===== config.mk =====
export PLATFORM = sky130hd
export DESIGN_NAME = telemetry_frame_parser_crc8
export DESIGN_NICKNAME = d
export VERILOG_FILES = /design/src/design/tfp_pkg.sv /design/src/design/tfp_parser.sv /design/src/design/tfp_out_stage.sv /design/src/design/telemetry_frame_parser_crc8.sv
export SDC_FILE = /design/constraint.sdc
export NUM_CORES = 1
export LEC_CHECK = 0
export BUFFER_PORTS_ARGS = -buffer_cell sky130_fd_sc_hd__clkbuf_2
export CORE_ASPECT_RATIO = 0.9
export CORE_MARGIN = 3
export CORE_UTILIZATION = 55
export DETAILED_ROUTE_END_ITERATION = 10
export PLACE_DENSITY = 0.76
export SLEW_MARGIN = 20
export SYNTH_ARGS = -nofsm -noshare
export SYNTH_HDL_FRONTEND = slang
export SYNTH_SLANG_ARGS = --single-unit

===== constraint.sdc =====
create_clock -name aclk -period 7 [get_ports aclk]
set_clock_uncertainty 0.2 [all_clocks]
set_input_delay 1.4 -clock aclk [delete_from_list [all_inputs] [get_ports aclk]]
set_output_delay 1.4 -clock aclk [all_outputs]
set_load 0.01 [all_outputs]

===== src/design/tfp_pkg.sv =====
// ----------------------------------------------------------------------------
// Telemetry frame parser package
// Shared types, constants and the CRC-8 update used by the frame parser.
// ----------------------------------------------------------------------------
package tfp_pkg;

    localparam logic [7:0]  CRC_POLY = 8'h07;
    localparam logic [8:0]  MIN_LEN  = 9'd8;
    localparam logic [15:0] MAX_LEN  = 16'd263;

    typedef enum logic [1:0] {
        REG_SYNC_VALUE     = 2'd0,
        REG_TYPE_MASK      = 2'd1,
        REG_TYPE_VERSION   = 2'd2,
        REG_SEED_WITH_SYNC = 2'd3
    } reg_index_t;

    typedef enum logic [1:0] {
        EV_NONE     = 2'd0,
        EV_PAYLOAD  = 2'd1,
        EV_ACCEPT   = 2'd2,
        EV_MISMATCH = 2'd3
    } event_t;

    typedef enum logic [2:0] {
        PH_HUNT = 3'd0,
        PH_TYPE = 3'd1,
        PH_LEN  = 3'd2,
        PH_OBJ  = 3'd3,
        PH_DATA = 3'd4,
        PH_CRC  = 3'd5
    } phase_t;

    typedef struct packed {
        logic [7:0] sync_value;
        logic [7:0] type_mask;
        logic [7:0] type_version;
        logic       seed_with_sync;
    } cfg_t;

    typedef struct packed {
        logic [1:0]  event_res;
        logic [7:0]  payload_byte;
        logic [7:0]  payload_index;
        logic [7:0]  msg_type;
        logic [31:0] object_id;
        logic [8:0]  frame_length;
        logic [7:0]  computed_crc;
    } result_t;

    function automatic logic [7:0] crc8_step(input logic [7:0] crc, input logic [7:0] data);
        logic [7:0] v;
        v = crc ^ data;
        for (int i = 0; i < 8; i++) begin
            if (v[7]) begin
                v = {v[6:0], 1'b0} ^ CRC_POLY;
            end else begin
                v = {v[6:0], 1'b0};
            end
        end
        return v;
    endfunction

endpackage


===== src/design/tfp_parser.sv =====
// ----------------------------------------------------------------------------
// Telemetry frame parser state machine
// Holds the frame state and works out the result of one byte in one pass.
// ----------------------------------------------------------------------------
module tfp_parser (
    input  logic             aclk,
    input  logic             aresetn,
    input  tfp_pkg::cfg_t    cfg,
    input  logic             byte_load,
    input  logic [7:0]       in_byte,
    output tfp_pkg::result_t res
);

    tfp_pkg::phase_t phase_reg, phase_next;
    logic [7:0]      crc_reg, crc_next;
    logic [7:0]      cnt_reg, cnt_next;
    logic [7:0]      type_reg, type_next;
    logic [31:0]     obj_reg, obj_next;
    logic [8:0]      len_reg, len_next;
    logic [15:0]     len_full;
    logic [7:0]      cnt_inc;

    always_ff @(posedge aclk) begin
        if (!aresetn) begin
            phase_reg <= tfp_pkg::PH_HUNT;
            crc_reg   <= '0;
            cnt_reg   <= '0;
            type_reg  <= '0;
            obj_reg   <= '0;
            len_reg   <= '0;
        end else if (byte_load) begin
            phase_reg <= phase_next;
            crc_reg   <= crc_next;
            cnt_reg   <= cnt_next;
            type_reg  <= type_next;
            obj_reg   <= obj_next;
            len_reg   <= len_next;
        end
    end

    always_comb begin
        phase_next        = phase_reg;
        crc_next          = crc_reg;
        cnt_next          = cnt_reg;
        type_next         = type_reg;
        obj_next          = obj_reg;
        len_next          = len_reg;
        len_full          = {in_byte, len_reg[7:0]};
        cnt_inc           = cnt_reg + 8'd1;
        res.event_res     = tfp_pkg::EV_NONE;
        res.payload_byte  = '0;
        res.payload_index = '0;
        res.frame_length  = '0;
        unique case (phase_reg)
            tfp_pkg::PH_TYPE: begin
                crc_next = tfp_pkg::crc8_step(crc_reg, in_byte);
                if ((in_byte & cfg.type_mask) == cfg.type_version) begin
                    type_next  = in_byte;
                    cnt_next   = '0;
                    phase_next = tfp_pkg::PH_LEN;
                end else begin
                    phase_next = tfp_pkg::PH_HUNT;
                end
            end
            tfp_pkg::PH_LEN: begin
                crc_next = tfp_pkg::crc8_step(crc_reg, in_byte);
                if (cnt_reg == 8'd0) begin
                    len_next = {1'b0, in_byte};
                    cnt_next = 8'd1;
                end else begin
                    len_next = {in_byte[0], len_reg[7:0]};
                    cnt_next = '0;
                    if (len_full < 16'(tfp_pkg::MIN_LEN) || len_full > tfp_pkg::MAX_LEN) begin
                        phase_next = tfp_pkg::PH_HUNT;
                    end else begin
                        phase_next = tfp_pkg::PH_OBJ;
                    end
                end
            end
            tfp_pkg::PH_OBJ: begin
                crc_next = tfp_pkg::crc8_step(crc_reg, in_byte);
                obj_next[{cnt_reg[1:0], 3'b000} +: 8] = in_byte;
                if (cnt_reg[1:0] == 2'd3) begin
                    cnt_next   = '0;
                    phase_next = (len_reg == tfp_pkg::MIN_LEN) ? tfp_pkg::PH_CRC
                                                                : tfp_pkg::PH_DATA;
                end else begin
                    cnt_next = cnt_inc;
                end
            end
            tfp_pkg::PH_DATA: begin
                crc_next          = tfp_pkg::crc8_step(crc_reg, in_byte);
                res.event_res     = tfp_pkg::EV_PAYLOAD;
                res.payload_byte  = in_byte;
                res.payload_index = cnt_reg;
                if (cnt_inc == 8'd0 || {1'b0, cnt_inc} >= (len_reg - tfp_pkg::MIN_LEN)) begin
                    cnt_next   = '0;
                    phase_next = tfp_pkg::PH_CRC;
                end else begin
                    cnt_next = cnt_inc;
                end
            end
            tfp_pkg::PH_CRC: begin
                res.frame_length = len_reg;
                res.event_res    = (in_byte == crc_reg) ? tfp_pkg::EV_ACCEPT
                                                        : tfp_pkg::EV_MISMATCH;
                phase_next       = tfp_pkg::PH_HUNT;
            end
            default: begin
                phase_next = tfp_pkg::PH_HUNT;
                if (in_byte == cfg.sync_value) begin
                    crc_next   = cfg.seed_with_sync ? tfp_pkg::crc8_step(8'h00, in_byte)
                                                    : 8'h00;
                    phase_next = tfp_pkg::PH_TYPE;
                end
            end
        endcase
        res.msg_type     = type_next;
        res.object_id    = obj_next;
        res.computed_crc = crc_next;
    end

endmodule


===== src/design/tfp_out_stage.sv =====
// ----------------------------------------------------------------------------
// Telemetry frame parser result register
// Holds one result until the downstream side takes the transfer.
// ----------------------------------------------------------------------------
module tfp_out_stage (
    input  logic             aclk,
    input  logic             aresetn,
    input  logic             load,
    input  tfp_pkg::result_t res_in,
    input  logic             m_ready,
    output logic             m_valid,
    output logic             can_load,
    output tfp_pkg::result_t res_out
);

    logic             valid_reg, valid_next;
    tfp_pkg::result_t res_reg;

    assign can_load   = !valid_reg || m_ready;
    assign valid_next = load || (valid_reg && !m_ready);

    always_ff @(posedge aclk) begin
        if (!aresetn) begin
            valid_reg <= 1'b0;
        end else begin
            valid_reg <= valid_next;
        end
    end

    always_ff @(posedge aclk) begin
        if (load) begin
            res_reg <= res_in;
        end
    end

    assign m_valid = valid_reg;
    assign res_out = res_reg;

endmodule


===== src/design/telemetry_frame_parser_crc8.sv =====
// ----------------------------------------------------------------------------
// Telemetry frame parser with CRC-8 check
// Deframes telemetry packets from a byte stream and checks their CRC-8.
// ----------------------------------------------------------------------------
// The parser takes one byte per cycle unless stalled and gives exactly one
// result per byte, in the cycle after the byte's transfer. The CRC update
// and the frame state change are done in a single registered pass. The result
// register lets the next byte in during any cycle in which it is empty or
// its result is taken, so the sustained rate is one byte per cycle as long as
// the result side keeps taking transfers; while a result waits, the byte side
// stalls. Configuration writes take effect from the next byte.
module telemetry_frame_parser_crc8 (
    input  logic        aclk,
    input  logic        aresetn,
    input  logic        cfg_we,
    input  logic [1:0]  cfg_index,
    input  logic [7:0]  cfg_wdata,
    input  logic        s_valid,
    output logic        s_ready,
    input  logic [7:0]  s_in_byte,
    output logic        m_valid,
    input  logic        m_ready,
    output logic [1:0]  m_event_res,
    output logic [7:0]  m_payload_byte,
    output logic [7:0]  m_payload_index,
    output logic [7:0]  m_msg_type,
    output logic [31:0] m_object_id,
    output logic [8:0]  m_frame_length,
    output logic [7:0]  m_computed_crc
);

    tfp_pkg::cfg_t    cfg_reg;
    tfp_pkg::result_t res_next;
    tfp_pkg::result_t res_out;
    logic             byte_load;
    logic             can_load;

    always_ff @(posedge aclk) begin
        if (!aresetn) begin
            cfg_reg.sync_value     <= 8'd60;
            cfg_reg.type_mask      <= 8'd120;
            cfg_reg.type_version   <= 8'd32;
            cfg_reg.seed_with_sync <= 1'b1;
        end else if (cfg_we) begin
            unique case (tfp_pkg::reg_index_t'(cfg_index))
                tfp_pkg::REG_SYNC_VALUE:     cfg_reg.sync_value     <= cfg_wdata;
                tfp_pkg::REG_TYPE_MASK:      cfg_reg.type_mask      <= cfg_wdata;
                tfp_pkg::REG_TYPE_VERSION:   cfg_reg.type_version   <= cfg_wdata;
                tfp_pkg::REG_SEED_WITH_SYNC: cfg_reg.seed_with_sync <= cfg_wdata[0];
                default: ;
            endcase
        end
    end

    assign s_ready   = can_load;
    assign byte_load = s_valid && can_load;

    tfp_parser u_parser (
        .aclk      (aclk),
        .aresetn   (aresetn),
        .cfg       (cfg_reg),
        .byte_load (byte_load),
        .in_byte   (s_in_byte),
        .res       (res_next)
    );

    tfp_out_stage u_out_stage (
        .aclk     (aclk),
        .aresetn  (aresetn),
        .load     (byte_load),
        .res_in   (res_next),
        .m_ready  (m_ready),
        .m_valid  (m_valid),
        .can_load (can_load),
        .res_out  (res_out)
    );

    assign m_event_res     = res_out.event_res;
    assign m_payload_byte  = res_out.payload_byte;
    assign m_payload_index = res_out.payload_index;
    assign m_msg_type      = res_out.msg_type;
    assign m_object_id     = res_out.object_id;
    assign m_frame_length  = res_out.frame_length;
    assign m_computed_crc  = res_out.computed_crc;

`ifndef SYNTHESIS
    a_len_only_on_end: assert property (@(posedge aclk) disable iff (!aresetn)
        m_valid && m_event_res != tfp_pkg::EV_ACCEPT && m_event_res != tfp_pkg::EV_MISMATCH
        |-> m_frame_length == 9'd0)
        else $error("frame length reported outside an end-of-frame event");

    a_accept_len_range: assert property (@(posedge aclk) disable iff (!aresetn)
        m_valid && m_event_res == tfp_pkg::EV_ACCEPT
        |-> m_frame_length >= tfp_pkg::MIN_LEN && m_frame_length <= 9'd263)
        else $error("accepted frame has an out-of-range length");

    a_payload_zero: assert property (@(posedge aclk) disable iff (!aresetn)
        m_valid && m_event_res != tfp_pkg::EV_PAYLOAD
        |-> m_payload_byte == 8'd0 && m_payload_index == 8'd0)
        else $error("payload fields not zero outside a payload event");

    a_index_range: assert property (@(posedge aclk) disable iff (!aresetn)
        m_valid && m_event_res == tfp_pkg::EV_PAYLOAD |-> m_payload_index != 8'd255)
        else $error("payload index beyond the longest payload");
`endif

endmodule


==> results.txt, run 1 <==
Sum Neg Setup Slack: 0 ns
Synthesized area: 7910 um^2
Initial antenna violation count: 0
Synth Area per Inst: 9.62 um^2
DRC viols: 0
HPWL after DPL: 12000 um
Placed Area: 8490 um^2
Post-synth EDFFs: 75
Finished layout cell area: 9080 um^2
Hold_buf cts: 0
Total grt overflow: 0
Yosys cell types: 62
Ant. Diodes: 0
Clk slew on worst S/H paths: 0.06 ns
Max-slew violation count: 0
Prevailing post-synth register cell: dfxtp_1
Total GRT Usage: 23.8%
CP endpoint kind: register
Detail Route Antenna Nets: 0
Fillers: 1129
Final setup violation count: 0
Die height: 120 um
H-tree depth: 4
DRT iter0 DRCs: 550
PostCTS Resize Cnt: 0
Routed WL: 18500 um
Net Count, Synth: 869
Gpl congestion: 0.834
Fin crit period: 3.66 ns
Status: completed
RSZ-0062 raised after global routing: no
Max FO, Critical Path: 12
Fmax: 0.273 GHz
Nets: 943
Area Growth Syn to Fin: 14.8%
Asr flop ratio synth: 0%
Period utilization: 52.3%
Core box area: 13700 um^2
Max-Slew Margin vs Limit: 20.4%
Die X: 132 um
Number of I/O port buffers: 99
Power Density: 248 nW/um^2
Layout cells sized above 1: 16.3%
Max Buffers Root-to-Sink: 2
Max-cap check violation count: 0
Largest net degree at the start of global routing: 66
First-pass GRT wire length: 29900 um
Per-cell routed wire length: 16.9 um
Warnings, synthesis: 0
Critical path start-end classification: reg -> reg
Largest register FFs: 75
Register area share after synthesis: 52.3%
Number of global-route vias before repair: 5739
Row count: 40
Peak supply drop: 0.176 mV
First-pass detailed-route iteration total: 5
Seq cells post-synth: 169
Post-Layout Cell Count: 1098
Routed vias: 6128
Clock sinks: 169
Clock Latency Late Sink: 0.44 ns
Final Core Density: 66.2%
CTS Buf Count: 17
Worst Setup Start Kind: register
Arrival @ worst endpoint: 3.82 ns
Worst-Margin Slew: 1.19 ns
TritonCTS clock tree: yes
P_leak: 0.00376 uW
Die area: 15900 um^2
WP data required: 7.16 ns
Clock Root Buffer: clkbuf_16
Final hold violations: 0
Cells after Synth: 822
Initial core utilization: 57.7%
Via density per instance: 5.58
Hold Crit Class: reg -> reg
Io pins: 100
Dpl cells: 1066
Post-CTS Setup Inserts: 0
[critical path: stages, from the launching register on]
cell       delay, ns
dfxtp_1         0.56
ha_1            0.35
nand2_1         0.10
and2_1          0.18
or2_2           0.30
ha_1            0.30
a2111oi_0       0.33
o21ai_1         0.11
a32oi_1         0.73
o21ai_1         0.22
o221ai_1        0.20
[synthesized netlist by cell type, drive strengths merged, types with 15 or more instances]
master / count / area [um^2]
nand2: 123 / 462
nor2: 113 / 432
dfxtp: 94 / 1880
edfxtp: 75 / 2250
o21ai: 55 / 275
nor3: 39 / 195
xnor2: 35 / 307
clkbuf: 33 / 124
mux2i: 33 / 330
ha: 24 / 300
inv: 20 / 75.1
and2: 19 / 119
a21oi: 18 / 93.8
buf: 15 / 62.6
[metal layers]
layer	vias up	GRT usage (%)	share of wire, %
li1	2998	-	-
met1	2910	33.2	46
met2	194	37.2	46
met3	26	4.82	5.8
met4	0	8.44	1.6
met5	-	0	0
[power breakdown]
group	total (uW)	internal [uW]	switching [uW]
clock	922	540	382
sequential	1110	1080	22.3
combinational	223	84.2	139
[cell type report]
type / count / area [um^2] / area share [%]
multi-input cells: 583 / 3510 / 38.7
clock inverters: 9 / 86.3 / 0.951
flip-flops and latches: 169 / 4130 / 45.5
repair buffers: 103 / 526 / 5.79
well taps: 189 / 236 / 2.60
clock buffers: 23 / 499 / 5.50
inverters: 22 / 85.1 / 0.937
[logic make-up after synthesis]
| kind of cell | share of synthesized area [%] |
|---|---|
| flip-flops | 52.3 |
| AO/OA/AOI/OAI | 10.2 |
| buffers and inverters | 3.40 |
| XOR/XNOR | 5.42 |
| AND/OR/NAND/NOR | 20.4 |
| adder cells (fa/ha/maj) | 3.80 |
| multiplexers | 4.46 |
[cells in the final DEF (no fill, tap or decap), drive strengths merged, types with 5 or more instances in the layout]
| cell | synthesis | layout |
|---|---|---|
| and2 | 19 | 19 |
| xor2 | 14 | 14 |
| nand2 | 123 | 123 |
| nor3 | 39 | 39 |
| and3 | 5 | 5 |
| ha | 24 | 24 |
| a21oi | 18 | 18 |
| nand3 | 8 | 8 |
| o21ba | 5 | 5 |
| o21ai | 55 | 55 |
| dfxtp | 94 | 94 |
| a31oi | 6 | 6 |
| mux2i | 33 | 33 |
| nor3b | 9 | 9 |
| xnor2 | 35 | 35 |
| inv | 20 | 25 |
| a221o | 5 | 5 |
| nor4 | 5 | 5 |
| nor2 | 113 | 113 |
| edfxtp | 75 | 75 |
| clkbuf | 33 | 122 |
[per-stage QoR]
step | hold slack, ns | worst slack (ns) | power, uW
final | 0.265 | 3.34 | 2250
after global routing | 0.300 | 3.10 | 2310
after CTS | 0.270 | 3.39 | 2260
after detailed placement | 0.261 | 3.10 | 1340
after global placement | 0.253 | 3.14 | 1340
after floorplan | 0.234 | 2.07 | 1270
[final timing paths]
kind	slack, ns	depth (start not counted)	start	end
max	3.34	10	u_parser.cnt_reg[0]	u_parser.cnt_reg[0]
min	0.27	2	cfg_reg[2]	cfg_reg[2]
max reg2reg	3.34	10	u_parser.cnt_reg[0]	u_parser.cnt_reg[0]
min reg2reg	0.27	2	cfg_reg[2]	cfg_reg[2]
Power figures use the tool's default switching activity.
==> run 2: changes to the inputs <==
CORE_UTILIZATION = 52   (was 55)
clock period = 3.3 ns   (was 7 ns; I/O delays follow)
==> results.txt, run 2 (synthesized netlist as in run 1, its figures left out) <==
First-pass detailed-route iteration total: 8 (was 5)
Hold WS: 0.274 ns (was 0.265 ns)
Fillers: 1243 (was 1129)
Largest register FFs: 75 (unchanged)
DRT iter0 DRCs: 580 (was 550)
P_leak: 0.00387 uW (was 0.00376 uW)
Die area: 16700 um^2 (was 15900 um^2)
Final hold violations: 0 (unchanged)
Hold_buf cts: 0 (unchanged)
Row count: 42 (was 40)
First-pass GRT wire length: 29800 um (was 29900 um)
Detail Route Antenna Nets: 0 (unchanged)
Final setup violation count: 0 (unchanged)
CTS Buf Count: 17 (unchanged)
Total Power: 4660 uW (was 2250 uW)
Max-slew violation count: 0 (unchanged)
RSZ-0062 raised after global routing: no (unchanged)
Core box area: 14800 um^2 (was 13700 um^2)
Final Core Density: 62.5% (was 66.2%)
Max FO, Critical Path: 11 (was 12)
Clk slew on worst S/H paths: 0.06 ns (about the same)
Gpl congestion: 0.950 (was 0.834)
Max Buffers Root-to-Sink: 2 (unchanged)
H-tree depth: 4 (unchanged)
WP data required: 3.47 ns (was 7.16 ns)
Cells on worst reg2reg path: 11 (was 10)
Worst-Margin Slew: 0.622 ns (was 1.19 ns)
Post-CTS Setup Inserts: 0 (unchanged)
Clock Latency Late Sink: 0.43 ns (was 0.44 ns)
Hold endpoint: cfg_reg[7] (was cfg_reg[2])
Commonest cells after routing, fill and taps aside: nand2_1 (123), nor2_1 (112), clkbuf_2 (99), dfxtp_1 (94), edfxtp_1 (75) (unchanged)
Reg-to-reg startpoint: u_parser.cnt_reg[3] (was u_parser.cnt_reg[0])
Clock sinks: 169 (unchanged)
Dpl cells: 1101 (was 1066)
Status: completed (unchanged)
Ant. Diodes: 0 (unchanged)
Power Density: 504 nW/um^2 (was 248 nW/um^2)
Die height: 123 um (was 120 um)
Per-cell routed wire length: 16.3 um (was 16.9 um)
Post-Layout Cell Count: 1133 (was 1098)
Arrival @ worst endpoint: 3.26 ns (was 3.82 ns)
FF-to-FF End: u_parser.cnt_reg[7] (was u_parser.cnt_reg[0])
Clock Root Buffer: clkbuf_16 (unchanged)
Initial core utilization: 53.4% (was 57.7%)
HP Start: cfg_reg[7] (was cfg_reg[2])
Number of I/O port buffers: 99 (unchanged)
HPWL after DPL: 12300 um (was 12000 um)
DRC viols: 0 (unchanged)
Max-cap check violation count: 0 (unchanged)
Layout cells sized above 1: 18.2% (was 16.3%)
Area Growth Syn to Fin: 17.0% (was 14.8%)
Period utilization: 93.7% (was 52.3%)
TritonCTS clock tree: yes (unchanged)
Number of global-route vias before repair: 5789 (was 5739)
Sum Neg Setup Slack: 0 ns (unchanged)
Routed vias: 6237 (was 6128)
R2R Setup Slk: 0.21 ns (was 3.34 ns)
CP endpoint kind: register (unchanged)
Routed WL: 18500 um (about the same)
Fmax: 0.323 GHz (was 0.273 GHz)
Worst Setup Start Kind: register (unchanged)
Max-Slew Margin vs Limit: 58.4% (was 20.4%)
Io pins: 100 (unchanged)
Fin crit period: 3.09 ns (was 3.66 ns)
Largest net degree at the start of global routing: 54 (was 66)
Critical path start-end classification: reg -> reg (unchanged)
Nets: 969 (was 943)
Initial antenna violation count: 0 (unchanged)
Total GRT Usage: 22.9% (was 23.8%)
Commonest non-fill, non-tap cell in the layout: nand2_1 (unchanged)
Peak supply drop: 0.368 mV (was 0.176 mV)
Hold Crit Class: reg -> reg (unchanged)
Worst Hold Depth: 2 (unchanged)
Via density per instance: 5.50 (was 5.58)
Die X: 136 um (was 132 um)
Total grt overflow: 0 (unchanged)
PostCTS Resize Cnt: 0 (unchanged)
## run 2: changes by cell type in the layout (fill, tap and decap cells not counted), sizes merged
cell and delta:
inv -1, buf +26, clkinvlp -1, clkinv +7, clkbuf -5
## run 2: layout make-up
type | count | area (um^2) | area share, %
Tap cell | 198 | 248 | 2.68
Clock inverter | 14 | 105 | 1.14
Clock buffer | 18 | 429 | 4.64
Multi-Input combinational cell | 583 | 3510 | 37.9
Sequential cell | 169 | 4130 | 44.7
Timing Repair Buffer | 129 | 746 | 8.06
Inverter | 22 | 85.1 | 0.919
## run 2: per-layer routing
layer / wire [um] / GRT usage, % / vias up / share of wire (%)
met4: 345 / 8.00 / 0 / 1.9
met5: 0 / 0 / - / 0
met2: 8410 / 35.5 / 215 / 45
met3: 1310 / 5.33 / 23 / 7.1
li1: - / - / 3045 / -
met1: 8440 / 31.7 / 2954 / 46
## run 2: through the flow
stage / instance area (um^2) / setup slack [ns]
after floorplan: 7910 / 0.218
after global placement: 8720 / 0.324
after detailed placement: 8720 / 0.264
after CTS: 9260 / 0.230
after global routing: 9260 / 0.00877
final: 9260 / 0.208
## run 2: worst max path at each step
stage / end / startpoint / slack (ns)
finish: u_parser.cnt_reg[7] / u_parser.cnt_reg[3] / 0.21
global route: u_parser.cnt_reg[7] / u_parser.cnt_reg[3] / 0.009
CTS: u_parser.cnt_reg[7] / u_parser.cnt_reg[3] / 0.23
detailed placement: u_parser.cnt_reg[4] / u_parser.cnt_reg[3] / 0.26
global placement: u_parser.cnt_reg[7] / u_parser.cnt_reg[3] / 0.32
floorplan: u_out_stage.res_out[0] / m_ready / 0.22
## run 2: critical path, stage by stage, from the launching register on
cell and delay, ns:
dfxtp_1 0.48, and4_1 0.32, nand2_1 0.09, and2_1 0.18, or2_2 0.30, ha_1 0.30
a2111oi_0 0.35, o21ai_1 0.11, a32oi_1 0.17, buf_4 0.22, or2_1 0.15, a32o_1 0.17
## run 2: where the power goes
part / leakage (uW) / internal, uW / switching (uW)
clock network: 0.000268 / 1030 / 806
logic: 0.00208 / 194 / 298
registers: 0.00152 / 2300 / 43.4
